$ cat src/design/crcfr_pkg.sv
`default_nettype none
// ----------------------------------------------------------------------------
// crcfr_pkg
// Shared types, codes and the CRC-16/CCITT-FALSE byte update for the framed
// byte-stream receiver.
// ----------------------------------------------------------------------------
package crcfr_pkg;

  // CRC-16/CCITT-FALSE: MSB first, no reflection, no final xor.
  localparam logic [15:0] CRC_POLY = 16'h1021;
  localparam logic [15:0] CRC_INIT = 16'hFFFF;

  // Configuration register indexes.
  localparam logic [1:0] CFG_START_FIRST  = 2'd0;
  localparam logic [1:0] CFG_START_SECOND = 2'd1;
  localparam logic [1:0] CFG_MAX_LEN      = 2'd2;

  // Reset values of the configuration registers.
  localparam logic [7:0] START_FIRST_RST  = 8'hAA;
  localparam logic [7:0] START_SECOND_RST = 8'h55;
  localparam logic [6:0] MAX_LEN_RST      = 7'd64;

  // Parser phases, one-hot.
  typedef enum logic [9:0] {
    PH_START0  = 10'b00_0000_0001,
    PH_START1  = 10'b00_0000_0010,
    PH_TYPE    = 10'b00_0000_0100,
    PH_SEQ_LO  = 10'b00_0000_1000,
    PH_SEQ_HI  = 10'b00_0001_0000,
    PH_LEN_LO  = 10'b00_0010_0000,
    PH_LEN_HI  = 10'b00_0100_0000,
    PH_PAYLOAD = 10'b00_1000_0000,
    PH_CRC_LO  = 10'b01_0000_0000,
    PH_CRC_HI  = 10'b10_0000_0000
  } phase_t;

  // Replay sequencer states, one-hot.
  typedef enum logic [1:0] {
    RP_IDLE = 2'b01,
    RP_LOAD = 2'b10
  } rp_state_t;

  // Configuration as seen by the parser.
  typedef struct packed {
    logic [7:0] start_first;
    logic [7:0] start_second;
    logic [6:0] max_len;
  } cfg_t;

  // Payload store write from the parser.
  typedef struct packed {
    logic       en;
    logic [6:0] idx;
    logic [7:0] data;
  } store_wr_t;

  // Frame accepted: header handed to the replay sequencer.
  typedef struct packed {
    logic        valid;
    logic [7:0]  frame_type;
    logic [15:0] sequence_res;
    logic [6:0]  length;
  } frame_req_t;

  // One result word.
  typedef struct packed {
    logic [7:0]  frame_type;
    logic [15:0] sequence_res;
    logic [6:0]  length;
    logic        has_data;
    logic [5:0]  byte_index;
    logic [7:0]  data_byte;
    logic        last;
  } result_t;

  // One byte step of the CRC, eight shift-and-xor steps.
  function automatic logic [15:0] crc_feed(input logic [15:0] crc, input logic [7:0] b);
    logic [15:0] c;
    c = crc ^ {b, 8'h00};
    for (int i = 0; i < 8; i++) begin
      if (c[15]) begin
        c = {c[14:0], 1'b0} ^ CRC_POLY;
      end else begin
        c = {c[14:0], 1'b0};
      end
    end
    return c;
  endfunction

endpackage
`default_nettype wire

$ cat src/design/crcfr_ram.sv
`default_nettype none
// ----------------------------------------------------------------------------
// crcfr_ram
// Generic single-write, single-read RAM with a registered read port.
// ----------------------------------------------------------------------------
module crcfr_ram #(
  parameter int WIDTH = 8,
  parameter int DEPTH = 64
) (
  input  wire logic                                 clk,
  input  wire logic                                 we,
  input  wire logic [(DEPTH > 1 ? $clog2(DEPTH) : 1)-1:0] waddr,
  input  wire logic [WIDTH-1:0]                     wdata,
  input  wire logic                                 re,
  input  wire logic [(DEPTH > 1 ? $clog2(DEPTH) : 1)-1:0] raddr,
  output logic      [WIDTH-1:0]                     rdata
);

  logic [WIDTH-1:0] mem [DEPTH];

  // Write port, and a read port whose data holds until the next read.
  always_ff @(posedge clk) begin
    if (we) begin
      mem[waddr] <= wdata;
    end
    if (re) begin
      rdata <= mem[raddr];
    end
  end

endmodule
`default_nettype wire

$ cat src/design/crcfr_parser.sv
`default_nettype none
// ----------------------------------------------------------------------------
// crcfr_parser
// Byte-level frame parser: start-byte hunt, header capture, running CRC,
// payload writes into the store and the CRC check at frame end.
// ----------------------------------------------------------------------------
module crcfr_parser
  import crcfr_pkg::*;
#(
  parameter int MAX_PAYLOAD = 64
) (
  input  wire logic       clk,
  input  wire logic       rst,
  input  wire cfg_t       cfg,
  input  wire logic       in_fire,
  input  wire logic [7:0] in_byte,
  output store_wr_t       store_wr,
  output frame_req_t      req
);

  localparam logic [6:0] MAX_P = 7'(MAX_PAYLOAD);

  phase_t      phase, phase_next;
  logic [15:0] crc, crc_next;
  logic [7:0]  held_type, held_type_next;
  logic [15:0] held_seq, held_seq_next;
  logic [7:0]  len_lo, len_lo_next;
  logic [6:0]  held_len, held_len_next;
  logic [6:0]  fill, fill_next;
  logic [7:0]  crc_lo, crc_lo_next;

  logic [15:0] crc_upd;
  logic [15:0] crc_restart;
  logic [6:0]  limit;
  logic [15:0] full_len;
  logic [6:0]  fill_inc;
  logic        crc_match;

  assign crc_upd     = crc_feed(crc, in_byte);
  assign crc_restart = crc_feed(CRC_INIT, in_byte);
  assign limit       = (cfg.max_len < MAX_P) ? cfg.max_len : MAX_P;
  assign full_len    = {in_byte, len_lo};
  assign fill_inc    = fill + 7'd1;
  assign crc_match   = ({in_byte, crc_lo} == crc);

  // Next-state logic for one accepted byte.
  always_comb begin
    phase_next     = phase;
    crc_next       = crc;
    held_type_next = held_type;
    held_seq_next  = held_seq;
    len_lo_next    = len_lo;
    held_len_next  = held_len;
    fill_next      = fill;
    crc_lo_next    = crc_lo;
    store_wr       = '0;
    req            = '0;
    if (in_fire) begin
      case (phase)
        PH_START1: begin
          if (in_byte == cfg.start_second) begin
            crc_next   = crc_upd;
            phase_next = PH_TYPE;
          end else if (in_byte == cfg.start_first) begin
            crc_next = crc_restart;
          end else begin
            phase_next = PH_START0;
          end
        end
        PH_TYPE: begin
          held_type_next = in_byte;
          crc_next       = crc_upd;
          phase_next     = PH_SEQ_LO;
        end
        PH_SEQ_LO: begin
          held_seq_next = {8'h00, in_byte};
          crc_next      = crc_upd;
          phase_next    = PH_SEQ_HI;
        end
        PH_SEQ_HI: begin
          held_seq_next = {in_byte, held_seq[7:0]};
          crc_next      = crc_upd;
          phase_next    = PH_LEN_LO;
        end
        PH_LEN_LO: begin
          len_lo_next = in_byte;
          crc_next    = crc_upd;
          phase_next  = PH_LEN_HI;
        end
        PH_LEN_HI: begin
          crc_next = crc_upd;
          if (full_len > {9'd0, limit}) begin
            // Oversized frame: back to the hunt.
            phase_next    = PH_START0;
            held_len_next = '0;
            fill_next     = '0;
            crc_lo_next   = '0;
          end else if (full_len == 16'd0) begin
            held_len_next = '0;
            phase_next    = PH_CRC_LO;
          end else begin
            held_len_next = full_len[6:0];
            fill_next     = '0;
            phase_next    = PH_PAYLOAD;
          end
        end
        PH_PAYLOAD: begin
          store_wr.en   = 1'b1;
          store_wr.idx  = fill;
          store_wr.data = in_byte;
          crc_next      = crc_upd;
          fill_next     = fill_inc;
          if (fill_inc >= held_len) begin
            phase_next = PH_CRC_LO;
          end
        end
        PH_CRC_LO: begin
          crc_lo_next = in_byte;
          phase_next  = PH_CRC_HI;
        end
        PH_CRC_HI: begin
          req.valid        = crc_match;
          req.frame_type   = held_type;
          req.sequence_res = held_seq;
          req.length       = held_len;
          phase_next       = PH_START0;
          held_len_next    = '0;
          fill_next        = '0;
          crc_lo_next      = '0;
        end
        default: begin
          // Hunt for the first start byte; unused codes land here too.
          phase_next = PH_START0;
          if (in_byte == cfg.start_first) begin
            crc_next   = crc_restart;
            phase_next = PH_START1;
          end
        end
      endcase
    end
  end

  // Parser registers.
  always_ff @(posedge clk) begin
    if (rst) begin
      phase     <= PH_START0;
      crc       <= CRC_INIT;
      held_type <= '0;
      held_seq  <= '0;
      len_lo    <= '0;
      held_len  <= '0;
      fill      <= '0;
      crc_lo    <= '0;
    end else begin
      phase     <= phase_next;
      crc       <= crc_next;
      held_type <= held_type_next;
      held_seq  <= held_seq_next;
      len_lo    <= len_lo_next;
      held_len  <= held_len_next;
      fill      <= fill_next;
      crc_lo    <= crc_lo_next;
    end
  end

endmodule
`default_nettype wire

$ cat src/design/crcfr_replay.sv
`default_nettype none
// ----------------------------------------------------------------------------
// crcfr_replay
// Walks the payload store after a good frame and hands out one result word
// per payload byte (or one header-only word) through an output register.
// ----------------------------------------------------------------------------
module crcfr_replay
  import crcfr_pkg::*;
#(
  parameter int MAX_PAYLOAD = 64
) (
  input  wire logic                                        clk,
  input  wire logic                                        rst,
  input  wire frame_req_t                                  req,
  output logic                                             busy,
  output logic                                             rd_en,
  output logic [(MAX_PAYLOAD > 1 ? $clog2(MAX_PAYLOAD) : 1)-1:0] rd_addr,
  input  wire logic [7:0]                                  rd_data,
  output result_t                                          res,
  output logic                                             res_valid,
  input  wire logic                                        res_ready
);

  localparam int AW = MAX_PAYLOAD > 1 ? $clog2(MAX_PAYLOAD) : 1;

  rp_state_t   state;
  logic [6:0]  k;
  logic [7:0]  hdr_type;
  logic [15:0] hdr_seq;
  logic [6:0]  hdr_len;

  logic        has_data;
  logic [6:0]  count;
  logic [6:0]  k_inc;
  logic        is_last;
  logic        load;

  assign has_data = (hdr_len != 7'd0);
  assign count    = has_data ? hdr_len : 7'd1;
  assign k_inc    = k + 7'd1;
  assign is_last  = (k_inc == count);
  assign load     = (state == RP_LOAD) && (!res_valid || res_ready);
  assign busy     = (state != RP_IDLE);

  // Store reads: the first entry when a frame arrives, then one ahead of each load.
  always_comb begin
    rd_en   = 1'b0;
    rd_addr = '0;
    if (state == RP_IDLE) begin
      rd_en = req.valid && (req.length != 7'd0);
    end else if (load && !is_last) begin
      rd_en   = 1'b1;
      rd_addr = k_inc[AW-1:0];
    end
  end

  // Sequencer and counter.
  always_ff @(posedge clk) begin
    if (rst) begin
      state <= RP_IDLE;
      k     <= '0;
    end else begin
      case (state)
        RP_IDLE: begin
          if (req.valid) begin
            state <= RP_LOAD;
            k     <= '0;
          end
        end
        RP_LOAD: begin
          if (load) begin
            if (is_last) begin
              state <= RP_IDLE;
            end else begin
              k <= k_inc;
            end
          end
        end
        default: begin
          state <= RP_IDLE;
        end
      endcase
    end
  end

  // Header of the frame being replayed.
  always_ff @(posedge clk) begin
    if (state == RP_IDLE && req.valid) begin
      hdr_type <= req.frame_type;
      hdr_seq  <= req.sequence_res;
      hdr_len  <= req.length;
    end
  end

  // Output register.
  always_ff @(posedge clk) begin
    if (rst) begin
      res_valid <= 1'b0;
    end else if (load) begin
      res_valid <= 1'b1;
    end else if (res_ready) begin
      res_valid <= 1'b0;
    end
  end

  always_ff @(posedge clk) begin
    if (load) begin
      res.frame_type   <= hdr_type;
      res.sequence_res <= hdr_seq;
      res.length       <= hdr_len;
      res.has_data     <= has_data;
      res.byte_index   <= has_data ? k[5:0] : 6'd0;
      res.data_byte    <= has_data ? rd_data : 8'd0;
      res.last         <= is_last;
    end
  end

  // A new frame only arrives while the sequencer is idle.
  a_req_idle: assert property (@(posedge clk) disable iff (rst)
    req.valid |-> state == RP_IDLE)
    else $error("frame request while replay busy");

  // A header-only word always closes its run.
  a_empty_last: assert property (@(posedge clk) disable iff (rst)
    (res_valid && !res.has_data) |-> res.last)
    else $error("empty frame word without last");

  // A payload word stays inside the frame length.
  a_index_range: assert property (@(posedge clk) disable iff (rst)
    (res_valid && res.has_data) |-> ({1'b0, res.byte_index} < res.length))
    else $error("byte index beyond frame length");

  // An accepted frame starts the replay on the next cycle.
  a_req_start: assert property (@(posedge clk) disable iff (rst)
    req.valid |=> state == RP_LOAD)
    else $error("replay did not start");

endmodule
`default_nettype wire

$ cat src/design/crc16_frame_receiver_top.sv
`default_nettype none
// ----------------------------------------------------------------------------
// crc16_frame_receiver_top
// Framed byte-stream receiver with a CRC-16/CCITT-FALSE check and replay of
// accepted frames from a payload RAM.
// ----------------------------------------------------------------------------
// Received bytes are taken one per cycle on the s_ side while no frame is
// being replayed. When the second CRC byte of a good frame is taken, the input
// stalls (s_tready low) while the replay sequencer walks the payload RAM: one
// result word per cycle at best, paced by the single RAM read port and by
// m_tready. The input is held off until the last word of the frame (the
// only word for an empty frame) is loaded into the output register. A frame
// with a bad CRC or an oversized length costs nothing beyond its bytes. The
// payload RAM holds MAX_PAYLOAD bytes and needs no clearing after reset.
// Configuration writes are always accepted.
// ----------------------------------------------------------------------------
module crc16_frame_receiver_top
  import crcfr_pkg::*;
#(
  parameter int MAX_PAYLOAD = 64
) (
  input  wire logic        clk,
  input  wire logic        rst,
  // Received bytes. s_tdata: rx_byte[7:0].
  input  wire logic        s_tvalid,
  output logic             s_tready,
  input  wire logic [7:0]  s_tdata,
  // Results. m_tdata: frame_type[7:0], sequence_res[23:8], length[30:24],
  // byte_index[36:31], data_byte[44:37], zero fill [47:45].
  output logic             m_tvalid,
  input  wire logic        m_tready,
  output logic [47:0]      m_tdata,
  // m_tuser: has_data[0].
  output logic             m_tuser,
  // m_tlast: last.
  output logic             m_tlast,
  // Configuration writes.
  input  wire logic        cfg_valid,
  output logic             cfg_ready,
  input  wire logic [1:0]  cfg_index,
  input  wire logic [7:0]  cfg_data
);

  localparam int AW = MAX_PAYLOAD > 1 ? $clog2(MAX_PAYLOAD) : 1;

  cfg_t            cfg;
  store_wr_t       store_wr;
  frame_req_t      req;
  result_t         res;
  logic            busy;
  logic            in_fire;
  logic            rd_en;
  logic [AW-1:0]   rd_addr;
  logic [7:0]      rd_data;

  assign cfg_ready = 1'b1;
  assign s_tready  = !busy;
  assign in_fire   = s_tvalid && s_tready;

  // Configuration registers.
  always_ff @(posedge clk) begin
    if (rst) begin
      cfg.start_first  <= START_FIRST_RST;
      cfg.start_second <= START_SECOND_RST;
      cfg.max_len      <= MAX_LEN_RST;
    end else if (cfg_valid) begin
      case (cfg_index)
        CFG_START_FIRST:  cfg.start_first  <= cfg_data;
        CFG_START_SECOND: cfg.start_second <= cfg_data;
        CFG_MAX_LEN:      cfg.max_len      <= cfg_data[6:0];
        default: begin
        end
      endcase
    end
  end

  // Byte parser and CRC.
  crcfr_parser #(
    .MAX_PAYLOAD(MAX_PAYLOAD)
  ) u_parser (
    .clk      (clk),
    .rst      (rst),
    .cfg      (cfg),
    .in_fire  (in_fire),
    .in_byte  (s_tdata),
    .store_wr (store_wr),
    .req      (req)
  );

  // Payload store.
  crcfr_ram #(
    .WIDTH(8),
    .DEPTH(MAX_PAYLOAD)
  ) u_store (
    .clk   (clk),
    .we    (store_wr.en),
    .waddr (store_wr.idx[AW-1:0]),
    .wdata (store_wr.data),
    .re    (rd_en),
    .raddr (rd_addr),
    .rdata (rd_data)
  );

  // Frame replay.
  crcfr_replay #(
    .MAX_PAYLOAD(MAX_PAYLOAD)
  ) u_replay (
    .clk       (clk),
    .rst       (rst),
    .req       (req),
    .busy      (busy),
    .rd_en     (rd_en),
    .rd_addr   (rd_addr),
    .rd_data   (rd_data),
    .res       (res),
    .res_valid (m_tvalid),
    .res_ready (m_tready)
  );

  // Output packing.
  assign m_tdata = {3'b000, res.data_byte, res.byte_index, res.length,
                    res.sequence_res, res.frame_type};
  assign m_tuser = res.has_data;
  assign m_tlast = res.last;

endmodule
`default_nettype wire

$ cat config.mk
export PLATFORM = sky130hd
export DESIGN_NAME = crc16_frame_receiver_top
export DESIGN_NICKNAME = d
export VERILOG_FILES = /design/src/design/crcfr_pkg.sv /design/src/design/crcfr_ram.sv /design/src/design/crcfr_parser.sv /design/src/design/crcfr_replay.sv /design/src/design/crc16_frame_receiver_top.sv
export SDC_FILE = /design/constraint.sdc
export NUM_CORES = 1
export LEC_CHECK = 0
export BUFFER_PORTS_ARGS = -buffer_cell sky130_fd_sc_hd__buf_2
export CORE_MARGIN = 4
export CORE_UTILIZATION = 25
export DETAILED_ROUTE_END_ITERATION = 10
export PLACE_DENSITY = 0.51
export REMOVE_ABC_BUFFERS = 1
export SETUP_SLACK_MARGIN = 0.3
export SLEW_MARGIN = 5
export SYNTH_ARGS = -nofsm -noshare
export SYNTH_HDL_FRONTEND = slang
export SYNTH_HIERARCHICAL = 1
export SYNTH_SLANG_ARGS = --single-unit
$ cat constraint.sdc
create_clock -name clk -period 12.11 [get_ports clk]
set_input_delay 1.8165 -clock clk [delete_from_list [all_inputs] [get_ports clk]]
set_output_delay 1.8165 -clock clk [all_outputs]
set_load 0.005 [all_outputs]
## Word level (Yosys, flattened, before mapping)

Memory sizes are Yosys's and may differ from the RTL's. A register that Yosys moved wholly into a read port is not among the register bits.
Index checks and enable logic that the tools add are counted.

| word-level totals | value |
|---|---|
| memory bits (writable) | 512 |
| input bits | 23 |
| flip-flop bits (word level) | 191 |
| output and inout port bits | 53 |
| word-level logic and storage cells | 170 |
| ROM bits | 0 |
| memories | 1 |
| latch bits | 0 |

Memory list:

| name | depth | bits a word | read ports | clocked after memory_dff | write ports | RTL line | RTL |
|---|---|---|---|---|---|---|---|
| u_store.mem | 64 | 8 | 1 | 1 | 1 | crcfr_ram.sv:19 | `logic [WIDTH-1:0] mem [DEPTH];` |

| operators by class | value |
|---|---|
| add/sub/neg operators | 2 |
| order comparisons | 3 |
| divide/modulo/power cells | 0 |
| $mul | 0 |
| reductions and logical operators | 36 |
| muxes and demuxes | 57 |
| shift operators | 0 |
| bitwise operators | 20 |
| equality and inequality tests | 26 |

Operators with widths:

| cell | count |
|---|---|
| $mux W13 | 16 |
| $pmux W10 S9 | 1 |
| $mux W16 | 4 |
| $mux W32 | 2 |
| $mux W7 | 9 |
| $not A3 Y3 | 16 |
| $pmux W16 S3 | 1 |
| $mux W10 | 4 |
| $pmux W16 S2 | 1 |
| $pmux W7 S2 | 2 |
| $pmux W8 S3 | 1 |
| $pmux W7 S3 | 1 |
| $reduce_and A2 Y1 | 9 |
| $eq A16 B16 Y1 | 1 |
| $eq A8 B8 Y1 | 2 |
| $gt A16 B7 Y1 | 1 |
| $logic_not A16 Y1 | 1 |
| $not A16 Y16 | 1 |
| $xor A16 B16 Y16 | 1 |
| $reduce_and A3 Y1 | 5 |
| $add A7 B1 Y7 const B | 2 |
| $reduce_bool A7 Y1 | 2 |
| $mux W6 | 2 |
| $ne A2 B1 Y1 const B | 6 |
| other kinds (31) | 53 |

## Longest topological paths before layout

Gate-level depths: netlist of the first run.

| depth | value |
|---|---|
| depth after elaboration | 20 |
| depth in mapped cells | 18 |
| mapped depth without buffers | 12 |

## By module

The synthesis of the first run kept the hierarchy.

By module, submodules not included:

| module | instances | cells an instance | seq. area each (sq um) | area an instance (sq um) |
|---|---|---|---|---|
| crcfr_ram | 1 | 940 | 15615.0 | 20246.9 |
| crcfr_parser | 1 | 590 | 1601.5 | 5012.3 |
| crcfr_replay | 1 | 220 | 2542.4 | 3355.7 |
| crc16_frame_receiver_top | 1 | 105 | 460.4 | 1021.0 |

## Worst setup path before layout of the first run

Ideal clock, no wire load.

| path | value |
|---|---|
| path kind | input port to flip-flop |
| start point | input port m_tready |
| end point | register u_store.rdata[3] (read register of u_store.mem), data pin |
| path buffers | 2 |
| cell stages on the path | 11 |
| slack | 6.697 ns |
| library setup time | 0.270 ns |
| required time | 11.840 ns |
| arrival | 5.143 ns |
| cells stage by stage | nand2b_1 nand2_1 inv_1 o21ai_2 nor2_1 buf_6 buf_4 mux4_2 mux4_2 o21ai_1 o41ai_1 |

| on the way | value |
|---|---|
| word-level cells in the longest chain between the ends | 5 |
| elaborated cells on any way between the ends | 7 |
| those cells by class | 4 x mux; 3 x reduce/logical |

RTL lines:

| what | RTL line | RTL |
|---|---|---|
| from (decl) | crc16_frame_receiver_top.sv:31 | `input wire logic m_tready,` |
| $logic_or A1 B1 Y1 | crcfr_replay.sv:42 | `assign load = (state == RP_LOAD) && (!res_valid \|\| res_ready);` |
| $logic_and A1 B1 Y1 | crcfr_replay.sv:42 |  |
| via u_replay.load | crcfr_replay.sv:36 | `logic load;` |
| $logic_and A1 B1 Y1 | crcfr_replay.sv:51 | `end else if (load && !is_last) begin` |
| $mux W6 | crcfr_replay.sv:51 |  |
| $mux W6 | crcfr_replay.sv:49 | `if (state == RP_IDLE) begin` |
| via rd_addr[0] | crc16_frame_receiver_top.sv:53 | `logic [AW-1:0] rd_addr;` |
| to (decl) | crcfr_ram.sv:16 | `output logic [WIDTH-1:0] rdata` |

The timed path passes the listed nets, and every way through them passes these cells.
A chain may end at the register's enable or synchronous reset.

## Worst setup path after layout of the first run

| path | value |
|---|---|
| start point | register u_replay.k[0] |
| end point | register u_store.rdata[6] (read register of u_store.mem), data pin |

| on the way | value |
|---|---|
| word-level cells in the longest chain between the ends | 6 |
| elaborated cells on any way between the ends | 8 |
| those cells by class | 1 x add/sub; 1 x eq/ne; 4 x mux; 2 x reduce/logical |

RTL lines:

| what | RTL line | RTL |
|---|---|---|
| from (decl) | crcfr_replay.sv:27 | `logic [6:0] k;` |
| from (signal assigned) | crcfr_replay.sv:75 | `k <= k_inc;` |
| $add A7 B1 Y7 (*) | crcfr_replay.sv:40 | `assign k_inc = k + 7'd1;` |
| $eq A7 B7 Y1 | crcfr_replay.sv:41 | `assign is_last = (k_inc == count);` |
| $logic_not A1 Y1 | crcfr_replay.sv:51 |  |
| $logic_and A1 B1 Y1 | crcfr_replay.sv:51 |  |
| $mux W6 (*) | crcfr_replay.sv:51 |  |
| $mux W6 (*) | crcfr_replay.sv:49 |  |
| via rd_addr[1] | crc16_frame_receiver_top.sv:53 |  |

The timed path passes the listed nets; every way through them passes the cells marked *.

==> flow_metrics.env, run 1 <==
export IMPL_setup_ws_ns=6.51
export IMPL_grt_pass1_wl_um=109000
export IMPL_grt_max_degree=93
export IMPL_fin_nets=1952
export IMPL_drv_cap=0
export IMPL_clockRootBuffer="clkbuf_16"
export IMPL_slew_violations=0
export IMPL_fillers=11700
export IMPL_hold_violations=0
export IMPL_clock_latency_ns=0.62
export IMPL_hpwlAfterDp_um=45700
export IMPL_cp_arrival_ns=5.94
export IMPL_clk_pin_slew_ns=0.06
export IMPL_rows=126
export IMPL_endpoint_kind="register"
export IMPL_maxClockFrequency_ghz=0.179
export IMPL_setup_viol=0
export IMPL_clkSinkCount=711
export IMPL_globalRouteTotalUtil=0.114
export IMPL_final_setup_tns_ns=0
export IMPL_cts_resized=0
export IMPL_synthCells=1854
export IMPL_cts_buffer_depth=3
export IMPL_tightest_slew_ns=1.24
export IMPL_critPathRequiredTime_ns=12.46
export IMPL_die_h_um=352
export IMPL_routed_wl_um=72100
export IMPL_drt_iter0_markers=1397
export IMPL_die_w_um=352
export IMPL_wl_per_cell_um=20.6
export IMPL_portBuffers=71
export IMPL_ant_nets=0
export IMPL_skew_ns=0.0253
export IMPL_rsz0062_at_grt="false"
export IMPL_fin_crit_sh=0.462
export IMPL_relSlewSlack=0.176
export IMPL_core_area_um2=118000
export IMPL_critical_path_peak_fanout=45
export IMPL_netlist_area_um2=29600
export IMPL_antenna_found_initial=4
export IMPL_num_vias=16200
export IMPL_start_util=0.251
export IMPL_fin_crit_ns=5.60
export IMPL_power_mw=4.92
export IMPL_cts_htree_levels=3
export IMPL_ioPinCount=76
export IMPL_dr_pass1_iters=5
export IMPL_holdCritPathClass="reg -> reg"
export IMPL_pre_cts_slack_ns=6.18
export IMPL_ir_drop_mv=0.0860
export IMPL_place_congestion=0.787
export IMPL_layout_drive_gt1_share=0.196
export IMPL_die_area_um2=124000
export IMPL_tritoncts="done"
export IMPL_grt_pass1_vias=16800
export IMPL_cts_buffers=72
export IMPL_status="finished, final reports clean"
export IMPL_utilization=0.288
export IMPL_ys_warn_count=6
export IMPL_critical_path_class="reg -> reg"
export IMPL_viasPerCell=4.63
export IMPL_leakage_nw=11.2
export IMPL_cts_setup_buffers=0
export IMPL_synthToLayoutAreaGrowth_pct=14.6
export IMPL_drcViolationCount=0
export IMPL_grt_overflow=0
export IMPL_start_kind="register"
export IMPL_powerDensity_nw_per_um2=145
export IMPL_postCtsHoldBufs=0
export IMPL_synth_avg_cell_area_um2=16.0
export IMPL_holdWs_ns=0.417
layout make-up:
cell class / instances / area [µm²] / share of cell area
flip-flops and latches: 711 / 20200 / 0.595
multi-input cells: 1004 / 8770 / 0.258
clock buffers: 91 / 1980 / 0.0582
well taps: 1536 / 1920 / 0.0566
repair buffers: 97 / 566 / 0.0166
clock inverters: 41 / 413 / 0.0122
inverters: 27 / 101 / 0.00298
diodes: 1 / 2.50 / 0.0000737
routing by layer:
layer / GRT usage / up-vias / share of wire
li1: - / 7308 / -
met2: 0.194 / 379 / 0.49
met4: 0.0387 / 0 / 0.025
met3: 0.0170 / 110 / 0.046
met1: 0.150 / 8437 / 0.43
met5: 0 / - / 0
worst max-delay path: stages, from the launching register on:
cell	delay [ns]
dfxtp_1	0.53
ha_1	0.42
nand3_4	0.17
or4_1	0.50
nand4_1	0.12
or4_1	0.26
o21ai_2	0.25
nor2_4	0.44
buf_4	0.66
buf_4	0.69
mux4_2	0.40
mux4_2	0.46
nor2_1	0.26
o32ai_1	0.15
where the power goes:
part	switching, mW	total, mW	internal [mW]
logic	0.0435	0.0683	0.0248
registers	0.00384	2.62	2.62
clock network	0.932	2.23	1.30
total	0.979	4.92	3.94
placed cells by master (no fill, tap or decap), drive strengths merged, types with 5 or more instances in the layout:
| cell type | count |
|---|---|
| a22oi | 10 |
| nand3 | 41 |
| clkinv | 28 |
| nand4 | 12 |
| buf | 97 |
| o211ai | 5 |
| mux2 | 14 |
| or3 | 6 |
| dfxtp | 113 |
| o21ai | 20 |
| ha | 16 |
| bufinv | 6 |
| clkbuf | 91 |
| nor3 | 12 |
| and2 | 16 |
| a211oi | 9 |
| o22ai | 13 |
| a221oi | 17 |
| or4 | 5 |
| inv | 30 |
| mux4 | 126 |
| nand3b | 9 |
| o221ai | 8 |
| nand2 | 67 |
| nor2 | 184 |
| nor2b | 38 |
| nand2b | 43 |
| edfxtp | 598 |
| xnor2 | 48 |
| a221o | 8 |
| nor4 | 17 |
| and3 | 35 |
| nor3b | 7 |
| xor2 | 28 |
| a211o | 6 |
| a21oi | 40 |
| mux2i | 79 |
metrics by stage:
step | instances | instance area (µm²)
after floorplan | 1742 | 29000
after global placement | 3375 | 31600
after detailed placement | 3375 | 31600
after CTS | 3507 | 34000
after global routing | 3508 | 34000
final | 3508 | 34000
registers in the layout (all words and copies together), names as in the netlist:
| name | flops |
|---|---|
| cfg | 23 |
| u_parser/crc | 16 |
| u_parser/crc_lo | 8 |
| u_parser/fill | 7 |
| u_parser/held_len | 7 |
| u_parser/held_seq | 16 |
| u_parser/held_type | 8 |
| u_parser/len_lo | 8 |
| u_parser/phase | 10 |
| u_replay/hdr_len | 7 |
| u_replay/hdr_seq | 16 |
| u_replay/hdr_type | 8 |
| u_replay/k | 7 |
| u_replay/res | 47 |
| u_replay/res_valid | 1 |
| u_replay/state | 2 |
| u_store/mem | 512 |
| u_store/rdata | 8 |
path summary, 6_finish.rpt:
path                         from                to  slack (ns)  cells past startpoint
min          u_replay/hdr_type[5]  u_replay/res[44]        0.42                      0
max reg2reg         u_replay/k[0]  u_store/rdata[6]        6.51                     13
max                 u_replay/k[0]  u_store/rdata[6]        6.51                     13
min reg2reg  u_replay/hdr_type[5]  u_replay/res[44]        0.42                      0
Power figures use the tool's default switching activity.
==> run 2: changes to the inputs <==
- PLACE_DENSITY: 0.51 -> 0.52
- clock period: 12.11 -> 4.6 ns (I/O delays scaled with it)
==> run 2 against run 1 <==
  * Flip-flop and latch count did not move
  * Via count rose by 4.4%
  * Global-route usage rose by 0.68 points
  * Register-to-register slack got worse by 6.1 ns
  * Combinational power rose to 2.7 times the previous value
  * Utilization rose by 0.89 points
  * Total power rose to 2.7 times the previous value
  * Clock power rose to 2.8 times the previous value
  * Non-clock buffer count rose by 93
  * Sequential share of layout area fell by 1.8 points
==> flow_metrics.env, run 2 (synthesized netlist as in run 1, its figures left out) <==
export IMPL_status="finished, final reports clean"
export IMPL_start_kind="register"
export IMPL_layout_common_cells="598 x edfxtp_1, 176 x nor2_1, 126 x mux4_2"
export IMPL_die_w_um=352
export IMPL_ant_nets=0
export IMPL_start_util=0.251
export IMPL_cts_buffers=74
export IMPL_dr_pass1_iters=5
export IMPL_relSlewSlack=0.268
export IMPL_hold_violations=0
export IMPL_clock_latency_ns=0.63
export IMPL_final_common_cell="edfxtp_1"
export IMPL_pre_cts_slack_ns=-0.144
export IMPL_drcViolationCount=0
export IMPL_intPower_mw=10.6
export IMPL_grt_pass1_wl_um=114000
export IMPL_fin_crit_sh=0.910
export IMPL_powerDensity_nw_per_um2=379
export IMPL_switching_share=0.200
export IMPL_largest_register="u_store/mem"
export IMPL_seqPwrFrac=0.520
export IMPL_drt_iter0_markers=1512
export IMPL_critical_path_class="reg -> reg"
export IMPL_holdWs_ns=0.363
export IMPL_cts_htree_levels=3
export IMPL_ir_drop_mv=0.195
export IMPL_whs_path_depth=3
export IMPL_fillers=11600
export IMPL_critical_path_peak_fanout=10
export IMPL_r2r_start="u_parser/phase[2]"
export IMPL_cp_arrival_ns=4.44
export IMPL_num_vias=16900
export IMPL_die_h_um=352
export IMPL_rows=126
export IMPL_core_area_um2=118000
export IMPL_holdCritPathClass="in -> reg"
export IMPL_pwr_share_comb=0.014
export IMPL_skew_ns=0.0251
export IMPL_ioPinCount=76
export IMPL_drv_cap=0
export IMPL_tritoncts="done"
export IMPL_viasPerCell=4.70
export IMPL_rr_worst_depth=8
export IMPL_fin_crit_ns=4.19
export IMPL_maxClockFrequency_ghz=0.239
export IMPL_routed_wl_um=78400
export IMPL_fin_nets=2049
export IMPL_largest_reg_flops=512
export IMPL_reg2reg_slack_ns=0.41
export IMPL_cts_buffer_depth=3
export IMPL_clkPwrFrac=0.466
export IMPL_wl_per_cell_um=21.8
export IMPL_top_regs="u_store/mem: 512 flops, u_replay/res: 47 flops, cfg: 23 flops"
export IMPL_clockRootBuffer="clkbuf_16"
export IMPL_hold_start="cfg_data[7]"
export IMPL_endpoint_kind="register"
export IMPL_tightest_slew_ns=1.09
export IMPL_portBuffers=71
export IMPL_layout_drive_gt1_share=0.236
export IMPL_leakage_nw=11.8
export IMPL_critPathRequiredTime_ns=4.86
export IMPL_setup_ws_ns=0.414
export IMPL_final_cell_area_um2=35000
export IMPL_clkSinkCount=711
export IMPL_final_setup_tns_ns=0
export IMPL_rsz0062_at_grt="true"
export IMPL_clk_pin_slew_ns=0.06
export IMPL_die_area_um2=124000
export IMPL_grt_overflow=0
export IMPL_hpwlAfterDp_um=49400
export IMPL_setup_viol=0
export IMPL_antenna_found_initial=5
export IMPL_slew_violations=0
export IMPL_globalRouteTotalUtil=0.121
export IMPL_synthToLayoutAreaGrowth_pct=18.2
export IMPL_place_area_um2=32200
export IMPL_whs_endpoint="cfg[14]"
export IMPL_p_sw_mw=2.65
export IMPL_grt_max_degree=102
export IMPL_grt_pass1_vias=17200
export IMPL_timing_rr_end="u_store/mem[4][3]"
export IMPL_place_congestion=0.821
## run 2: cell count changes in the layout (fill, tap and decap cells not counted), sizes merged
cell and delta:
buf +89, bufbuf +2, bufinv +5, clkbuf +4, clkinv -5, clkinvlp -3, diode +1, nor2 +2
## run 2: per-layer routing
metal / part of all wire / global-route usage / up-vias
met5: 0 / 0 / -
met4: 0.039 / 0.0523 / 0
met3: 0.062 / 0.0283 / 143
met2: 0.49 / 0.201 / 535
met1: 0.41 / 0.151 / 8768
li1: - / - / 7496
## run 2: worst max-delay path by stage
stage,start,endpoint,slack [ns],cells after the start
3_3_place_gp,u_replay/k[1],u_store/rdata[5],-0.09,14
3_5_place_dp,u_replay/k[1],u_store/rdata[5],-0.14,14
6_report,u_parser/phase[2],u_store/mem[4][3],0.41,8
4_1_cts,u_replay/k[1],u_store/rdata[3],0.30,16
2_1_floorplan,m_tready,u_store/rdata[4],-8.99,10
5_1_grt,u_parser/phase[2],u_store/mem[4][5],0.22,8
## run 2: timing repair
| item | in CTS | in global routing |
|---|---|---|
| resized for setup | 8 | 11 |
| pin swaps | 3 | 4 |
| buffers inserted | 5 | 5 |
| endpoints found under the setup margin | 8 | 48 |
| hold buffers | 0 | 0 |
| gates cloned | 3 | 3 |
## run 2: area by class of cell
class | count | area (µm²) | share of cell area
clock buffers | 93 | 1960 | 0.0561
inverters | 27 | 101 | 0.00289
diodes | 2 | 5.00 | 0.000143
flip-flops and latches | 711 | 20200 | 0.577
clock inverters | 38 | 513 | 0.0146
well taps | 1536 | 1920 | 0.0549
repair buffers | 190 | 1430 | 0.0407
multi-input cells | 1006 | 8870 | 0.253
## run 2: through the flow
step | power [mW] | instances | util
after floorplan | 7.14 | 1742 | -
after global placement | 7.22 | 3454 | 0.273
after detailed placement | 7.23 | 3454 | 0.273
after CTS | 13.4 | 3593 | 0.295
after global routing | 13.7 | 3602 | 0.297
final | 13.3 | 3603 | 0.297
## run 2: worst max-delay path: stages, from the launching register on
cell	delay, ns
dfxtp_1	0.40
nor4_4	0.44
nor3b_4	0.39
nand4b_4	0.25
nor2_1	0.45
and2_1	0.46
nor2b_1	0.23
nand2_1	0.39
nor2_1	0.81
## run 2: power by group through the flow
stage	logic (mW)	clock network, mW	registers [mW]
2_1_floorplan	0.101	0	7.04
3_3_place_gp	0.183	0	7.04
3_5_place_dp	0.187	0	7.04
4_1_cts	0.187	6.34	6.90
5_1_grt	0.201	6.61	6.90
6_report	0.186	6.19	6.90
==> run 3: changes to the inputs <==
- BUFFER_PORTS_ARGS: -buffer_cell sky130_fd_sc_hd__buf_2 -> -buffer_cell sky130_fd_sc_hd__clkbuf_2
- CTS_BUF_LIST: default -> sky130_fd_sc_hd__clkbuf_4 sky130_fd_sc_hd__clkbuf_8
==> run 3 against run 2 <==
  * Non-clock buffer count did not move
  * Via count fell by 0.47%
  * Register-to-register slack improved by 0.07 ns
  * Wire length fell by 3.4%
  * Highest routed layer unchanged
==> flow_metrics.env, run 3 (synthesized netlist as in run 1, its figures left out) <==
export IMPL_num_vias=16900
export IMPL_switching_share=0.208
export IMPL_fin_crit_sh=0.895
export IMPL_cp_arrival_ns=4.57
export IMPL_holdCritPathClass="in -> reg"
export IMPL_cts_htree_levels=3
export IMPL_p_sw_mw=2.61
export IMPL_whs_endpoint="cfg[14]"
export IMPL_start_util=0.251
export IMPL_largest_register="u_store/mem"
export IMPL_wl_per_cell_um=20.6
export IMPL_die_w_um=352
export IMPL_synthToLayoutAreaGrowth_pct=17.1
export IMPL_leakage_nw=11.8
export IMPL_ant_nets=0
export IMPL_seqPwrFrac=0.549
export IMPL_top_regs="u_store/mem: 512 flops, u_replay/res: 47 flops, cfg: 23 flops"
export IMPL_path_cells="ha_2 > nand3_4 > or4_1 > nand4_1 > or4_1 > o21ai_2 > nor2_4 > buf_12 > mux4_2 > mux4_2 > o21ai_1 > o41ai_1"
export IMPL_crit_buf_inv=1
export IMPL_portBuffers=71
export IMPL_r2r_start="u_replay/k[1]"
export IMPL_die_area_um2=124000
export IMPL_clockRootBuffer="clkbuf_8"
export IMPL_routed_wl_um=75700
export IMPL_critPathRequiredTime_ns=5.05
export IMPL_final_setup_tns_ns=0
export IMPL_drv_cap=0
export IMPL_setup_ws_ns=0.485
export IMPL_dp_cells=3468
export IMPL_reg2reg_slack_ns=0.48
export IMPL_place_congestion=0.819
export IMPL_timing_rr_end="u_store/rdata[5]"
export IMPL_critical_path_class="reg -> reg"
export IMPL_largest_reg_flops=512
export IMPL_grt_pass1_vias=17700
export IMPL_fin_crit_ns=4.12
export IMPL_final_cell_area_um2=34700
export IMPL_postCtsHoldBufs=0
export IMPL_critPathSlowestCell="mux4_2"
export IMPL_hpwlAfterDp_um=49200
export IMPL_dr_pass1_iters=5
export IMPL_path_delay_family="simple AND/OR/NAND/NOR gates"
export IMPL_cts_resized=1
export IMPL_viasPerCell=4.59
export IMPL_endpoint_kind="register"
export IMPL_hold_start="cfg_data[7]"
export IMPL_clkPwrFrac=0.436
export IMPL_hold_violations=0
export IMPL_grt_pass1_wl_um=113000
export IMPL_holdWs_ns=0.222
export IMPL_start_kind="register"
export IMPL_cts_setup_buffers=0
export IMPL_powerDensity_nw_per_um2=362
export IMPL_path_depth=12
export IMPL_setup_viol=0
export IMPL_layout_drive_gt1_share=0.260
export IMPL_ioPinCount=76
export IMPL_pre_cts_slack_ns=0.114
export IMPL_pwr_share_comb=0.015
export IMPL_rr_worst_depth=12
export IMPL_status="finished, final reports clean"
export IMPL_drt_iter0_markers=1279
export IMPL_tritoncts="done"
export IMPL_ir_drop_mv=0.202
export IMPL_intPower_mw=9.96
export IMPL_slew_violations=0
export IMPL_whs_path_depth=3
export IMPL_final_common_cell="edfxtp_1"
export IMPL_place_area_um2=32300
export IMPL_cts_buffers=109
export IMPL_fin_nets=2082
export IMPL_grt_max_degree=101
export IMPL_clk_pin_slew_ns=0.06
export IMPL_relSlewSlack=0.196
export IMPL_fin_cells=3675
export IMPL_skew_ns=0.0545
export IMPL_die_h_um=352
export IMPL_rsz0062_at_grt="false"
export IMPL_clkSinkCount=711
export IMPL_tightest_slew_ns=1.20
export IMPL_utilization=0.294
export IMPL_power_mw=12.6
export IMPL_clock_latency_ns=0.73
export IMPL_rows=126
export IMPL_slowest_delay_ns=0.57
export IMPL_critical_path_peak_fanout=52
export IMPL_layout_common_cells="598 x edfxtp_1, 173 x nor2_1, 126 x mux4_2"
export IMPL_maxClockFrequency_ghz=0.243
export IMPL_grt_overflow=0
export IMPL_globalRouteTotalUtil=0.119
export IMPL_cts_buffer_depth=3
export IMPL_antenna_found_initial=1
export IMPL_core_area_um2=118000
export IMPL_drcViolationCount=0
[run 3: area by class of cell]
| type | instances | area [µm²] |
|---|---|---|
| Fill cell | 11700 | 83200 |
| Clock buffer | 143 | 1790 |
| Tap cell | 1536 | 1920 |
| Inverter | 27 | 101 |
| Antenna cell | 3 | 7.51 |
| Sequential cell | 711 | 20200 |
| Timing Repair Buffer | 190 | 1350 |
| Clock inverter | 61 | 498 |
| Multi-Input combinational cell | 1004 | 8800 |
[run 3: worst max-delay path by stage]
| stage | startpoint | to | slack [ns] |
|---|---|---|---|
| 5_1_grt | u_replay/k[1] | u_store/rdata[2] | 0.30 |
| 4_1_cts | u_replay/k[1] | u_store/rdata[1] | 0.30 |
| 3_5_place_dp | u_replay/k[1] | u_store/rdata[1] | 0.11 |
| 3_3_place_gp | u_replay/k[1] | u_store/rdata[1] | 0.15 |
| 2_1_floorplan | m_tready | u_store/rdata[4] | -8.99 |
| 6_report | u_replay/k[1] | u_store/rdata[5] | 0.48 |
[run 3: power groups by stage]
stage	combinational, mW	clock (mW)	sequential, mW
final	0.188	5.48	6.90
after global routing	0.203	5.94	6.90
after CTS	0.189	5.66	6.90
after detailed placement	0.188	0	7.04
after global placement	0.184	0	7.04
after floorplan	0.101	0	7.04
[run 3: metal layers]
| metal | global-route usage | share of wire | vias up |
|---|---|---|---|
| li1 | - | - | 7582 |
| met1 | 0.145 | 0.41 | 8628 |
| met2 | 0.205 | 0.50 | 498 |
| met3 | 0.0260 | 0.060 | 155 |
| met4 | 0.0464 | 0.032 | 0 |
| met5 | 0 | 0 | - |
[run 3: worst min-delay path, stage by stage]
cell,delay (ns)
clkbuf_2,0.09
nand2b_1,0.06
mux2i_1,0.06
